--- config.mk ---
export PLATFORM = sky130hd
export DESIGN_NAME = led_key_display_serial_ctrl
export DESIGN_NICKNAME = d
export VERILOG_FILES = /design/src/hw/rtl/lkd_pkg.sv /design/src/hw/rtl/led_key_display_serial_ctrl.sv /design/src/hw/rtl/lkd_step.sv
export SDC_FILE = /design/constraint.sdc
export NUM_CORES = 1
export LEC_CHECK = 0
export ABC_AREA = 1
export BUFFER_PORTS_ARGS = -buffer_cell sky130_fd_sc_hd__buf_2
export CAP_MARGIN = 20
export CORE_ASPECT_RATIO = 2
export CORE_UTILIZATION = 25
export DETAILED_ROUTE_END_ITERATION = 8
export SYNTH_ARGS = -nofsm -noshare
export SYNTH_HDL_FRONTEND = slang
export SYNTH_SLANG_ARGS = --single-unit
--- constraint.sdc ---
create_clock -name aclk -period 4.95 [get_ports aclk]
set_input_delay 0.495 -clock aclk [delete_from_list [all_inputs] [get_ports aclk]]
set_output_delay 0.495 -clock aclk [all_outputs]
set_load 0.1 [all_outputs]
--- src/hw/rtl/lkd_pkg.sv ---
// lkd_pkg: shared types and constants for the serial LED/key display controller.
// Used by lkd_step and led_key_display_serial_ctrl. No dependencies.
`timescale 1ns / 1ps
`default_nettype none

package lkd_pkg;

    // Default sizes of the display RAM and key scan bank
    localparam int RAM_BYTES_DEF = 16;
    localparam int KEY_BYTES_DEF = 4;

    // RAM pointer holds 0..16 (address commands load up to 15, increment stops at 16)
    localparam int PTR_W = 5;

    // Command kind, taken from bits 7:6 of the first byte of a frame
    localparam logic [1:0] CMD_DATA    = 2'b01;
    localparam logic [1:0] CMD_DISPLAY = 2'b10;
    localparam logic [1:0] CMD_ADDRESS = 2'b11;

    // Bit positions inside command bytes
    localparam int DATA_READ_BIT  = 1;
    localparam int DATA_FIXED_BIT = 2;
    localparam int DISP_ON_BIT    = 3;

    typedef enum logic [1:0] {
        FUNC_WRITE    = 2'd0,
        FUNC_READ     = 2'd1,
        FUNC_STROBE   = 2'd2,
        FUNC_KEY_LOAD = 2'd3
    } func_t;

    typedef enum logic [1:0] {
        ST_OK         = 2'd0,
        ST_IGNORED    = 2'd1,
        ST_ADDR_RANGE = 2'd2,
        ST_READ_PAST  = 2'd3
    } status_t;

    typedef enum logic [1:0] {
        MODE_AUTO  = 2'd0,
        MODE_FIXED = 2'd1,
        MODE_READ  = 2'd2
    } mode_t;

    typedef enum logic [1:0] {
        PH_CMD    = 2'd0,
        PH_IGNORE = 2'd1,
        PH_DATA   = 2'd2,
        PH_READ   = 2'd3
    } phase_t;

    // Controller state that does not depend on the key bank size
    typedef struct packed {
        logic [PTR_W-1:0] pointer;
        mode_t            mode;
        phase_t           phase;
        logic             disp_on;
        logic [2:0]       level;
    } ctrl_state_t;

    // Per-transaction result fields (display settings come from the state)
    typedef struct packed {
        status_t    status;
        logic [7:0] read_data;
        logic       ram_written;
        logic [3:0] write_address;
        logic [7:0] write_value;
    } result_t;

endpackage

`default_nettype wire

--- src/hw/rtl/led_key_display_serial_ctrl.sv ---
// Serial LED/key display controller, device side: one byte event per transaction.
// Latency: result is registered, valid the cycle after the input transaction.
// Throughput: one transaction per cycle; input stays ready while m_ready is high
// or the result register is empty. Reset (aresetn low, synchronous) clears all
// settings, the key bank and the frame state; no clearing pass is needed.
// Display RAM writes are reported on the result port (ram_written/address/value).
`timescale 1ns / 1ps
`default_nettype none

module led_key_display_serial_ctrl #(
    parameter int RAM_BYTES = lkd_pkg::RAM_BYTES_DEF,
    parameter int KEY_BYTES = lkd_pkg::KEY_BYTES_DEF
) (
    input  wire logic       aclk,
    input  wire logic       aresetn,

    input  wire logic       s_valid,
    output logic            s_ready,
    input  wire logic [1:0] s_func,
    input  wire logic [7:0] s_data_byte,
    input  wire logic [1:0] s_key_slot,

    output logic            m_valid,
    input  wire logic       m_ready,
    output logic [1:0]      m_status,
    output logic [7:0]      m_read_data,
    output logic            m_display_enabled,
    output logic [2:0]      m_brightness,
    output logic            m_ram_written,
    output logic [3:0]      m_write_address,
    output logic [7:0]      m_write_value
);

    localparam int KIDX_W = $clog2(KEY_BYTES + 1);
    localparam int KSEL_W = (KEY_BYTES > 1) ? $clog2(KEY_BYTES) : 1;

    lkd_pkg::ctrl_state_t ctrl_reg, ctrl_next;
    logic [KIDX_W-1:0]    key_idx_reg, key_idx_next;
    logic [7:0]           key_bytes_reg [KEY_BYTES];
    logic                 key_wr_en;
    logic [7:0]           key_rd_data;
    lkd_pkg::result_t     result_next, result_reg;
    logic                 disp_on_reg, level_unused_dummy;
    logic [2:0]           level_reg;
    logic                 m_valid_reg;
    logic                 accept;

    assign s_ready = !m_valid_reg || m_ready;
    assign accept  = s_valid && s_ready;

    // Key byte selected by the read index (only used while the index is in range)
    assign key_rd_data = key_bytes_reg[key_idx_reg[KSEL_W-1:0]];

    lkd_step #(
        .RAM_BYTES (RAM_BYTES),
        .KEY_BYTES (KEY_BYTES)
    ) u_step (
        .func         (s_func),
        .data_byte    (s_data_byte),
        .key_slot     (s_key_slot),
        .ctrl_cur     (ctrl_reg),
        .key_idx      (key_idx_reg),
        .key_rd_data  (key_rd_data),
        .ctrl_next    (ctrl_next),
        .key_idx_next (key_idx_next),
        .key_wr_en    (key_wr_en),
        .result       (result_next)
    );

    // Controller state and key bank
    always_ff @(posedge aclk) begin
        if (!aresetn) begin
            ctrl_reg.pointer <= '0;
            ctrl_reg.mode    <= lkd_pkg::MODE_AUTO;
            ctrl_reg.phase   <= lkd_pkg::PH_CMD;
            ctrl_reg.disp_on <= 1'b0;
            ctrl_reg.level   <= '0;
            key_idx_reg      <= '0;
            for (int i = 0; i < KEY_BYTES; i++) begin
                key_bytes_reg[i] <= '0;
            end
        end else if (accept) begin
            ctrl_reg    <= ctrl_next;
            key_idx_reg <= key_idx_next;
            if (key_wr_en) begin
                key_bytes_reg[s_key_slot[KSEL_W-1:0]] <= s_data_byte;
            end
        end
    end

    // Result register
    always_ff @(posedge aclk) begin
        if (!aresetn) begin
            m_valid_reg <= 1'b0;
        end else if (accept) begin
            m_valid_reg <= 1'b1;
        end else if (m_ready) begin
            m_valid_reg <= 1'b0;
        end
    end

    always_ff @(posedge aclk) begin
        if (accept) begin
            result_reg  <= result_next;
            disp_on_reg <= ctrl_next.disp_on;
            level_reg   <= ctrl_next.level;
        end
    end

    assign level_unused_dummy = 1'b0;

    assign m_valid           = m_valid_reg;
    assign m_status          = result_reg.status;
    assign m_read_data       = result_reg.read_data;
    assign m_display_enabled = disp_on_reg | level_unused_dummy;
    assign m_brightness      = level_reg;
    assign m_ram_written     = result_reg.ram_written;
    assign m_write_address   = result_reg.write_address;
    assign m_write_value     = result_reg.write_value;

    // Read index never runs past the key bank
    assert property (@(posedge aclk) disable iff (!aresetn)
        key_idx_reg <= KIDX_W'(KEY_BYTES))
        else $error("key read index beyond key bank");

    // A strobe always reopens the frame for a command with the read index cleared
    assert property (@(posedge aclk) disable iff (!aresetn)
        accept && s_func == lkd_pkg::FUNC_STROBE |=>
            ctrl_reg.phase == lkd_pkg::PH_CMD && key_idx_reg == '0)
        else $error("strobe did not reset frame state");

    // A RAM write is only reported with an ok status
    assert property (@(posedge aclk) disable iff (!aresetn)
        m_valid && m_ram_written |-> m_status == lkd_pkg::ST_OK)
        else $error("RAM write reported with error status");

    // Reads past the key bank return zero
    assert property (@(posedge aclk) disable iff (!aresetn)
        m_valid && m_status == lkd_pkg::ST_READ_PAST |-> m_read_data == 8'd0)
        else $error("read past keys returned data");

endmodule

`default_nettype wire

--- src/hw/rtl/lkd_step.sv ---
// lkd_step: combinational decode of one byte event against the current state.
// Depends on lkd_pkg.
`timescale 1ns / 1ps
`default_nettype none

module lkd_step #(
    parameter int RAM_BYTES = lkd_pkg::RAM_BYTES_DEF,
    parameter int KEY_BYTES = lkd_pkg::KEY_BYTES_DEF,
    localparam int KIDX_W   = $clog2(KEY_BYTES + 1)
) (
    input  wire logic [1:0]        func,
    input  wire logic [7:0]        data_byte,
    input  wire logic [1:0]        key_slot,
    input  wire lkd_pkg::ctrl_state_t ctrl_cur,
    input  wire logic [KIDX_W-1:0] key_idx,
    input  wire logic [7:0]        key_rd_data,
    output lkd_pkg::ctrl_state_t   ctrl_next,
    output logic [KIDX_W-1:0]      key_idx_next,
    output logic                   key_wr_en,
    output lkd_pkg::result_t       result
);

    logic [1:0] cmd_kind;
    logic       ptr_in_ram;
    logic       idx_in_keys;
    logic       slot_in_keys;

    assign cmd_kind     = data_byte[7:6];
    assign ptr_in_ram   = ctrl_cur.pointer < lkd_pkg::PTR_W'(RAM_BYTES);
    assign idx_in_keys  = key_idx < KIDX_W'(KEY_BYTES);
    assign slot_in_keys = {1'b0, key_slot} < 3'(KEY_BYTES);

    // Event decode and state update
    always_comb begin
        ctrl_next            = ctrl_cur;
        key_idx_next         = key_idx;
        key_wr_en            = 1'b0;
        result.status        = lkd_pkg::ST_OK;
        result.read_data     = '0;
        result.ram_written   = 1'b0;
        result.write_address = '0;
        result.write_value   = '0;

        case (lkd_pkg::func_t'(func))
            lkd_pkg::FUNC_WRITE: begin
                if (ctrl_cur.phase == lkd_pkg::PH_CMD) begin
                    // first byte of a frame is a command
                    case (cmd_kind)
                        lkd_pkg::CMD_DATA: begin
                            if (data_byte[lkd_pkg::DATA_READ_BIT]) begin
                                ctrl_next.mode  = lkd_pkg::MODE_READ;
                                ctrl_next.phase = lkd_pkg::PH_READ;
                                key_idx_next    = '0;
                            end else begin
                                ctrl_next.mode  = data_byte[lkd_pkg::DATA_FIXED_BIT] ?
                                                  lkd_pkg::MODE_FIXED : lkd_pkg::MODE_AUTO;
                                ctrl_next.phase = lkd_pkg::PH_IGNORE;
                            end
                        end
                        lkd_pkg::CMD_DISPLAY: begin
                            ctrl_next.disp_on = data_byte[lkd_pkg::DISP_ON_BIT];
                            ctrl_next.level   = data_byte[2:0];
                            ctrl_next.phase   = lkd_pkg::PH_IGNORE;
                        end
                        lkd_pkg::CMD_ADDRESS: begin
                            ctrl_next.pointer = {1'b0, data_byte[3:0]};
                            ctrl_next.phase   = lkd_pkg::PH_DATA;
                        end
                        default: begin
                            // unknown command: drop the rest of the frame
                            ctrl_next.phase = lkd_pkg::PH_IGNORE;
                            result.status   = lkd_pkg::ST_IGNORED;
                        end
                    endcase
                end else if (ctrl_cur.phase == lkd_pkg::PH_DATA &&
                             ctrl_cur.mode != lkd_pkg::MODE_READ) begin
                    if (ptr_in_ram) begin
                        result.ram_written   = 1'b1;
                        result.write_address = ctrl_cur.pointer[3:0];
                        result.write_value   = data_byte;
                        if (ctrl_cur.mode == lkd_pkg::MODE_AUTO) begin
                            ctrl_next.pointer = ctrl_cur.pointer + lkd_pkg::PTR_W'(1);
                        end
                    end else begin
                        result.status = lkd_pkg::ST_ADDR_RANGE;
                    end
                end else begin
                    result.status = lkd_pkg::ST_IGNORED;
                end
            end
            lkd_pkg::FUNC_READ: begin
                if (ctrl_cur.phase != lkd_pkg::PH_READ) begin
                    result.status = lkd_pkg::ST_IGNORED;
                end else if (idx_in_keys) begin
                    result.read_data = key_rd_data;
                    key_idx_next     = key_idx + KIDX_W'(1);
                end else begin
                    result.status = lkd_pkg::ST_READ_PAST;
                end
            end
            lkd_pkg::FUNC_STROBE: begin
                ctrl_next.phase = lkd_pkg::PH_CMD;
                key_idx_next    = '0;
            end
            default: begin
                // key bank load
                if (slot_in_keys) begin
                    key_wr_en = 1'b1;
                end else begin
                    result.status = lkd_pkg::ST_IGNORED;
                end
            end
        endcase
    end

endmodule

`default_nettype wire
# After elaboration in Yosys (flattened, before gate mapping)
# Memories as Yosys holds them, arrays and structs flattened. A register that Yosys moved wholly into a read port is not among the register bits.
# Index checks and enable logic that the tools add are counted.
[op_classes]
addsub = 2
order_cmp = 2
n_eq_ne = 14
n_mux = 36
bitwise_logic = 5
n_reduce_logical = 23
[op_table]
columns = ["op", "n"]
rows = [
  ["$mux W5", 5],
  ["$mux W3", 5],
  ["$mux W13", 1],
  ["$mux W2", 6],
  ["$mux W4", 3],
  ["$ne A2 B2 Y1 const B", 6],
  ["$pmux W2 S2", 3],
  ["$reduce_or A3 Y1", 4],
  ["$mux W1", 10],
  ["$reduce_bool A2 Y1", 5],
  ["$pmux W3 S3", 1],
  ["$eq A2 B2 Y1 const B", 4],
  ["$mux W8", 1],
  ["$reduce_or A8 Y1", 1],
  ["$reduce_and A7 Y1", 1],
  ["$logic_not A2 Y1", 3],
  ["$mux W6", 1],
  ["$reduce_and A6 Y1", 1],
  ["$add A5 B1 Y5 const B", 1],
  ["$lt A5 B5 Y1 const B", 1],
  ["$not A1 Y1", 5],
  ["$eq A2 B1 Y1 const B", 2],
  ["$ne A2 B1 Y1 const B", 2],
  ["$reduce_and A4 Y1", 1],
  ["other kinds (8)", 9],
]
[word_totals]
regBits = 36
mem_bits_rw = 32
out_inout_bits = 29
wordCells = 96
n_memories = 1
[memory_table]
columns = ["name", "depth", "word_bits", "rd", "rd_clocked_by_memory_dff", "wr", "line_no", "text"]
rows = [
  ["key_bytes_reg", 4, 8, 1, 1, 4, "led_key_display_serial_ctrl.sv:39", "logic [7:0] key_bytes_reg [KEY_BYTES];"],
]

# Logic depth before layout (Yosys ltp)
# Gate-level depths: netlist of run 1.
[logic_depth]
depth_word = 8
mapped_depth = 9

# Hierarchy
# From an unflattened synthesis of run 1, not the netlist that was laid out.
[hier_totals]
hier_cells = 387
area_unflattened_um2 = 3604.7
[modules_own_cells]
columns = ["mod", "instances", "cells_each", "area_per_inst_um2", "seq_area_each_um2"]
rows = [
  ["led_key_display_serial_ctrl", 1, 235, 2890.3, 2152.1],
  ["lkd_step", 1, 152, 714.4, 0.0],
]

# Worst setup path before layout of run 1
# No wires, ideal clock.
[synth_path]
path_kind = "register to register"
from = "register m_valid_reg, in the netlist m_valid"
to = "memory key_bytes_reg[3][0] (enable)"
setup_ns = 0.387
arrival_time_ns = 2.766
required_time_ns = 4.563
slack_ns = 1.798
path_stages_with_launch = 6
synth_period_minus_slack_ns = 3.152
path_cell_list = "dfxtp_1 > nand2_2 > nand2_2 > inv_2 > nand3_1 > o31ai_1"
[synth_lines]
columns = ["item", "line_no", "text"]
rows = [
  ["start, declared", "led_key_display_serial_ctrl.sv:45", "logic m_valid_reg;"],
  ["start signal, assigned", "led_key_display_serial_ctrl.sv:94", "m_valid_reg <= 1'b0;"],
  ["start signal, assigned", "led_key_display_serial_ctrl.sv:96", "m_valid_reg <= 1'b1;"],
  ["start signal, assigned", "led_key_display_serial_ctrl.sv:98", "m_valid_reg <= 1'b0;"],
  ["end, declared", "led_key_display_serial_ctrl.sv:39", ""],
]

==> key figures, run 1 <==
Cells and area
  • Fill cells: ~1400
  • Finished Layout Cells: roughly 580
  • Largest register FFs: 32
  • N_diodes: 0
  • Synth-to-layout area growth: 19.61%
  • Final net count: 436
  • Reg area: 2112 sq um
  • Share of layout cells above drive strength 1: 18.68%
  • Multi-input combinational cell area: approximately 1100 sq um
  • Design Area, Final: 4113 sq um

Floorplan
  • Core ar.: between 10000 and 15000 sq um
  • Die area: between 10000 and 15000 sq um
  • Row count: 60
  • Ports: 45
  • Chip Height: 167.9 um
  • Initial Utilization: about a quarter
  • Die X: around 85 um

Critical path
  • CP Class: flop to flop
  • Worst Path Buf+Inv: 1
  • Worst path most repeated cell: nand2_2
  • CP max stage delay: slightly above 0.8 ns
  • CP endpoint kind: flop
  • Crit path max-delay family: compound AO/OA/AOI/OAI gates
  • Cells along the critical path: nand2_2 -> nand2_2 -> inv_2 -> nand3_1 -> o21ai_0
  • CP startpoint kind: flop
  • Crit-path max FO: 33
  • CP required: 4.90 ns
  • Slowest-stage cell, CP: o21ai_0
  • Arrival time worst endpoint: 2.50 ns

Outcome
  • Failing checks: design-rule violations
  • Outcome: finished with violations

Yosys
  • Number of flops mapped to enable cells by yosys: 59
  • Post-synthesis net count: 388
  • Warnings, synthesis: 0
  • Seq/Total Area, Yosys: approximately 61%
  • Synthesized area per cell: between 9 and 10 sq um
  • Distinct cell type count after synthesis: 31
  • Syn Inst Count: 370
  • Seq cells post-synth: 76
  • Mapped cell area: about 3400 sq um
  • Ys async rst share: 0%
  • Most used DFF post-synth: edfxtp_1

Placement
  • Port Buffer Count: between 40 and 50
  • HPWL Detailed: roughly 6.9 mm
  • Inst Count DP: between 500 and 600
  • Dpl cell area: roughly 3800 sq um
  • RePlAce Congestion: 0.8202
  • Pre-CTS WS: between 1.5 and 2 ns

Clocking
  • Hold buffers post-CTS: 0
  • Post-CTS setup buffer count: 0
  • CTS tree: built
  • Root Driver: clkbuf_16
  • Max Root-Sink Buffers: 2
  • Clk slew on worst S/H paths: 0.06 ns
  • CTS Sinks: 76
  • TritonCTS buffer count: 9
  • H-tree depth: 3
  • Skew-Pair Late Insertion Delay: ~0.33 ns
  • Post_cts resized: 0

Route
  • Wirelength, routed: ~8.6 mm
  • Pre-antenna DRT Iters: 6
  • Initial DRC Count: roughly 150
  • # DRC: 2
  • Remaining antenna violation count: 0
  • Routed vias: between 2000 and 3000
  • Vias/cell: 4.573
  • WL per Instance: 14.95 um

Timing
  • Slew headroom: about a third
  • Final hold violations: 0
  • Fmax: about 0.39 GHz
  • RSZ-0062 raised after global routing: false
  • Final setup violation count: 0
  • Clock period minus worst slack: ~2.6 ns
  • Worst-Margin Slew: 0.9958 ns
  • Final Cycle Share: 51.53%
  • Minimum hold slack: about 0.47 ns
  • Final worst setup slack: approximately 2.4 ns
  • Clk_skew: 0.009687 ns
  • Final TNS setup: 0 ns
  • Pins Over Slew Limit: 0

Power
  • Clk pwr share: 40.4%
  • Logic pwr share: a little over an eighth
  • Power share of the sequential group: a little under half
  • Sw power: between 0.0004 and 0.0005 W
  • Sw frac: 27.97%
  • Total power per unit cell area: between 300 and 400 nW/um^2
  • P_leak: about 1.8 nW
  • Worst vdd ir: roughly 0.15 mV
  • Internal Power: about 0.0011 W

Global route
  • Tot GR Track Use: roughly an eighth
  • First-pass GRT wire length: around 13 mm
  • Largest net degree at the start of global routing: 34
  • Initial antenna violation count: 0
  • Vias in the first global route: 2629
  • Gr ovfl total: 0

Hold path
  • Min-Delay Path Class: flop to flop

Job
  • Max-cap violations: 0
## worst register-to-register path: cells and delay by family, from the launching register on
kind                   cells  cell delay (ns)
AOI/OAI and AO/OA          1             0.83
buffers and inverters      1             0.57
and+or+nand+nor            3             0.46
DFF                        1             0.31
## cells in the final DEF (no fill, tap or decap), drive strengths merged
master	instances
clkinvlp	1
nor3	2
dfxtp	17
xor2	1
nand3	15
xnor2	1
buf	45
o21bai	2
or2	1
a21oi	17
o21ai	29
o21a	1
edfxtp	59
nor2	102
clkbuf	10
clkinv	6
a31oi	1
o31ai	2
ha	2
nand2	63
nand4	2
o2111ai	1
bufinv	1
inv	42
## cells by family (layout without fill, tap and decap cells)
kind of cell    after synthesis  in the layout  synth area share [%]
simple gates                185            185                 23.07
flops                        76             76                 61.43
compound gates               53             53                 8.333
buf+inv                      52            105                 5.932
xor+xnor                      2              2                0.5096
fa+ha+maj                     2              2                0.7277
## final timing paths
path                                  start                  end  slack, ns  cells past startpoint
worst max register to register      m_valid  key_bytes_reg[2][1]       2.40                      5
worst max-delay path                m_valid  key_bytes_reg[2][1]       2.40                      5
worst min-delay path            ctrl_reg[7]          ctrl_reg[7]       0.47                      2
worst min register to register  ctrl_reg[7]          ctrl_reg[7]       0.47                      2
## final cells by class
type | instances | share of cell area (%)
repair buffers | 45 | 5.476
well taps | 155 | 4.716
clock buffers | 10 | 5.567
clock inverters | 6 | 1.582
multi-input cells | 242 | 27.29
flip-flops and latches | 76 | 51.35
inverters | 44 | 4.016
## power groups by stage
stage | clock network [W] | logic, W | registers [W]
3_5_place_dp | 0 | 0.000215 | 0.000744
4_1_cts | 0.000649 | 0.000216 | 0.000731
6_report | 0.000641 | 0.000215 | 0.000730
3_3_place_gp | 0 | 0.000212 | 0.000744
2_1_floorplan | 0 | 0.0000747 | 0.000831
5_1_grt | 0.000673 | 0.000227 | 0.000733
## metrics by stage
step           total power (W)  util, %
3_5_place_dp         0.0009593    28.38
5_1_grt               0.001633    30.61
3_3_place_gp         0.0009562    28.38
2_1_floorplan        0.0009055        -
6_report              0.001587    30.61
4_1_cts               0.001596    30.57
## routing by layer
layer / global-route usage [%] / share of wire [%]
met5: 0 / 0
met3: 2.059 / 4.0
met1: 10.87 / 33
met2: 25.24 / 57
met4: 9.359 / 6.1
## cell usage after synthesis (2+ instances only)
| library cell | count | area, sq um |
|---|---|---|
| o21ai_1 | 2 | 10.01 |
| o21ai_0 | 27 | 135.1 |
| dfxtp_1 | 17 | 340.3 |
| nor3_1 | 2 | 10.01 |
| nor2_4 | 4 | 45.04 |
| ha_1 | 2 | 25.02 |
| nor2_1 | 96 | 360.4 |
| inv_2 | 3 | 11.26 |
| clkinv_1 | 2 | 7.510 |
| a21oi_1 | 16 | 80.08 |
| nand2_2 | 6 | 37.54 |
| nand3_1 | 14 | 70.07 |
| buf_2 | 4 | 20.02 |
| nand2_1 | 57 | 214.0 |
| o31ai_1 | 2 | 15.01 |
| nor2_2 | 2 | 12.51 |
| o21bai_1 | 2 | 15.01 |
| inv_1 | 39 | 146.4 |
| clkbuf_1 | 3 | 11.26 |
| edfxtp_1 | 59 | 1772 |
Note: power is estimated with default switching activity, not from simulation.
==> run 2, diff against run 1 <==
==> constraint.sdc (replaced) <==
create_clock -name aclk -period 2.36 [get_ports aclk]
set_input_delay 0.236 -clock aclk [delete_from_list [all_inputs] [get_ports aclk]]
set_output_delay 0.236 -clock aclk [all_outputs]
set_load 0.1 [all_outputs]
==> run 2 against run 1 <==
- the flow still finishes with violations (design-rule violations)
- worst hold slack lost 0.25 ns
- critical endpoint is now key_bytes_reg[0][7]
- first-iteration DRC count increased by 13%
- die area did not move
- sequential power up 110%
- highest routed layer unchanged
- fmax grew 28%
- combinational power grew 110%
==> key figures, run 2 (synthesized netlist as in run 1, its figures left out) <==
Timing
  • Final TNS setup: 0 ns (unchanged)
  • Fmax: 0.5014 GHz (+28%)
  • Clk_skew: 0.004683 ns (-0.005005 ns)
  • Clock period minus worst slack: 1.994 ns (-0.5563 ns)
  • Final setup violation count: 0 (unchanged)
  • Final Cycle Share: 84.51% (+33 points)
  • Slew headroom: 63.99% (+31 points)
  • Final hold violations: 0 (unchanged)
  • Pins Over Slew Limit: 0 (unchanged)
  • RSZ-0062 raised after global routing: false
  • Worst-Margin Slew: 0.5396 ns (-0.4562 ns)

Global route
  • Initial antenna violation count: 0 (unchanged)
  • Vias in the first global route: 2727 (+3.7%)
  • Largest net degree at the start of global routing: 34 (unchanged)
  • First-pass GRT wire length: 13.39 mm (+1.0%)
  • Gr ovfl total: 0 (unchanged)
  • Tot GR Track Use: 12.69% (unchanged)

Hold path
  • Hold Crit Start: s_data_byte[4]
  • Min-Delay Path Class: primary input to flop
  • Hold Path Depth: 3 (+1)
  • Hold EP: key_bytes_reg[3][4]

Cells and area
  • Most frequent cells in the layout: nor2_1, edfxtp_1, nand2_1
  • N_diodes: 0 (unchanged)
  • Share of layout cells above drive strength 1: 19.53% (+0.85 points)
  • Largest register FFs: 32 (unchanged)
  • Final net count: 438 (+0.46%)
  • Commonest non-fill, non-tap cell in the layout: nor2_1
  • Synth-to-layout area growth: 21.72%

Route
  • Initial DRC Count: 173 (+13%)
  • Wirelength, routed: 8.370 mm (-3.1%)
  • WL per Instance: 14.43 um (-3.5%)
  • Pre-antenna DRT Iters: 6 (unchanged)
  • Remaining antenna violation count: 0 (unchanged)
  • # DRC: 2 (unchanged)
  • Vias/cell: 4.574 (about the same)
  • Routed vias: 2653 (+0.38%)

Floorplan
  • Core ar.: 13440 sq um (unchanged)
  • Chip Height: 167.9 um (unchanged)
  • Row count: 60 (unchanged)
  • Die X: 84.93 um (unchanged)
  • Ports: 45 (unchanged)
  • Die area: 14250 sq um (unchanged)
  • Initial Utilization: 25.59% (unchanged)

Clocking
  • Root Driver: clkbuf_16
  • Max Root-Sink Buffers: 2 (unchanged)
  • H-tree depth: 3 (unchanged)
  • Skew-Pair Late Insertion Delay: 0.34 ns (about the same)
  • Hold buffers post-CTS: 0 (unchanged)
  • Clk slew on worst S/H paths: 0.06 ns (about the same)
  • CTS Sinks: 76 (unchanged)
  • Post-CTS setup buffer count: 0 (unchanged)
  • Post_cts resized: 0 (unchanged)
  • TritonCTS buffer count: 9 (unchanged)
  • CTS tree: built

Critical path
  • Flop2flop setup slack: 0.37 ns (-2.03 ns)
  • CP required: 2.37 ns (-2.53 ns)
  • Arrival time worst endpoint: 2.00 ns (-0.50 ns)
  • Crit-path max FO: 33 (unchanged)
  • R2R cell count: 7 (+2)
  • CP endpoint kind: flop
  • RR Startpoint: m_valid
  • Worst R2R End: key_bytes_reg[0][7]
  • CP startpoint kind: flop
  • CP Class: flop to flop

Placement
  • RePlAce Congestion: 0.8670 (+5.7%)
  • Port Buffer Count: 44 (unchanged)
  • HPWL Detailed: 6.615 mm (-4.0%)

Power
  • Total power per unit cell area: 830.8 nW/um^2 (+120%)
  • P_leak: 1.795 nW (+1.4%)
  • Overall power: 0.003477 W (+120%)
  • Worst vdd ir: 0.3355 mV (+120%)

Outcome
  • Failing checks: design-rule violations
  • Outcome: finished with violations

Job
  • Max-cap violations: 0 (unchanged)
==> run 2: cell types whose count changed in the layout (fill, tap and decap cells not counted), sizes merged <==
cell / before / now
buf: 45 / 47
bufinv: 1 / 2
clkbuf: 10 / 11
clkinv: 6 / 2
clkinvlp: 1 / 2
inv: 42 / 43
==> run 2: worst max-delay path, stage by stage, from the launching register on <==
cell and delay [ns]:
dfxtp_2 0.35, nand2_8 0.08, nand2_2 0.11, inv_4 0.34, nand4_4 0.19, nor2_4 0.17
nand2_2 0.13, nand2_1 0.28
==> run 2: final cells by class <==
type | count | area, sq um
Inverter | 44 | 167.7
Multi-Input combinational cell | 242 | 1141
Clock inverter | 5 | 83.83
Clock buffer | 11 | 242.7
Tap cell | 155 | 193.9
Sequential cell | 76 | 2113
Fill cell | 1391 | 9253
Timing Repair Buffer | 47 | 242.7
==> run 2: through the flow <==
stage	area [sq um]	hold slack (ns)	cells	worst slack (ns)	utilization [%]
after global placement	3859	0.4527	564	0.3726	28.72
after detailed placement	3859	0.4660	564	0.2934	28.72
final	4185	0.2227	580	0.3656	31.15
after floorplan	3461	0.4224	370	0.1466	-
after CTS	4185	0.2234	580	0.3425	31.15
after global routing	4185	0.2543	580	0.1636	31.15
==> run 2: worst max-delay path by stage <==
stage                       start             endpoint  slack (ns)
final                     m_valid  key_bytes_reg[0][7]        0.37
after CTS                 m_valid  key_bytes_reg[0][2]        0.34
after global routing      m_valid  key_bytes_reg[1][1]        0.16
after global placement    m_ready  key_bytes_reg[1][3]        0.37
after detailed placement  m_ready  key_bytes_reg[0][7]        0.29
after floorplan           m_valid  key_bytes_reg[3][0]        0.15
==> run 2: per-layer routing <==
metal	GRT usage (%)	vias to the layer above	wire length [um]
li1	-	1314	-
met1	11.22	1253	2898
met2	25.59	67	4904
met3	2.451	19	256
met4	7.222	0	310
met5	0	-	0
==> run 2: power breakdown <==
part | switching (W) | internal [W]
clock | 0.000530 | 0.000958
sequential | 0.0000289 | 0.00150
combinational | 0.000377 | 0.0000798
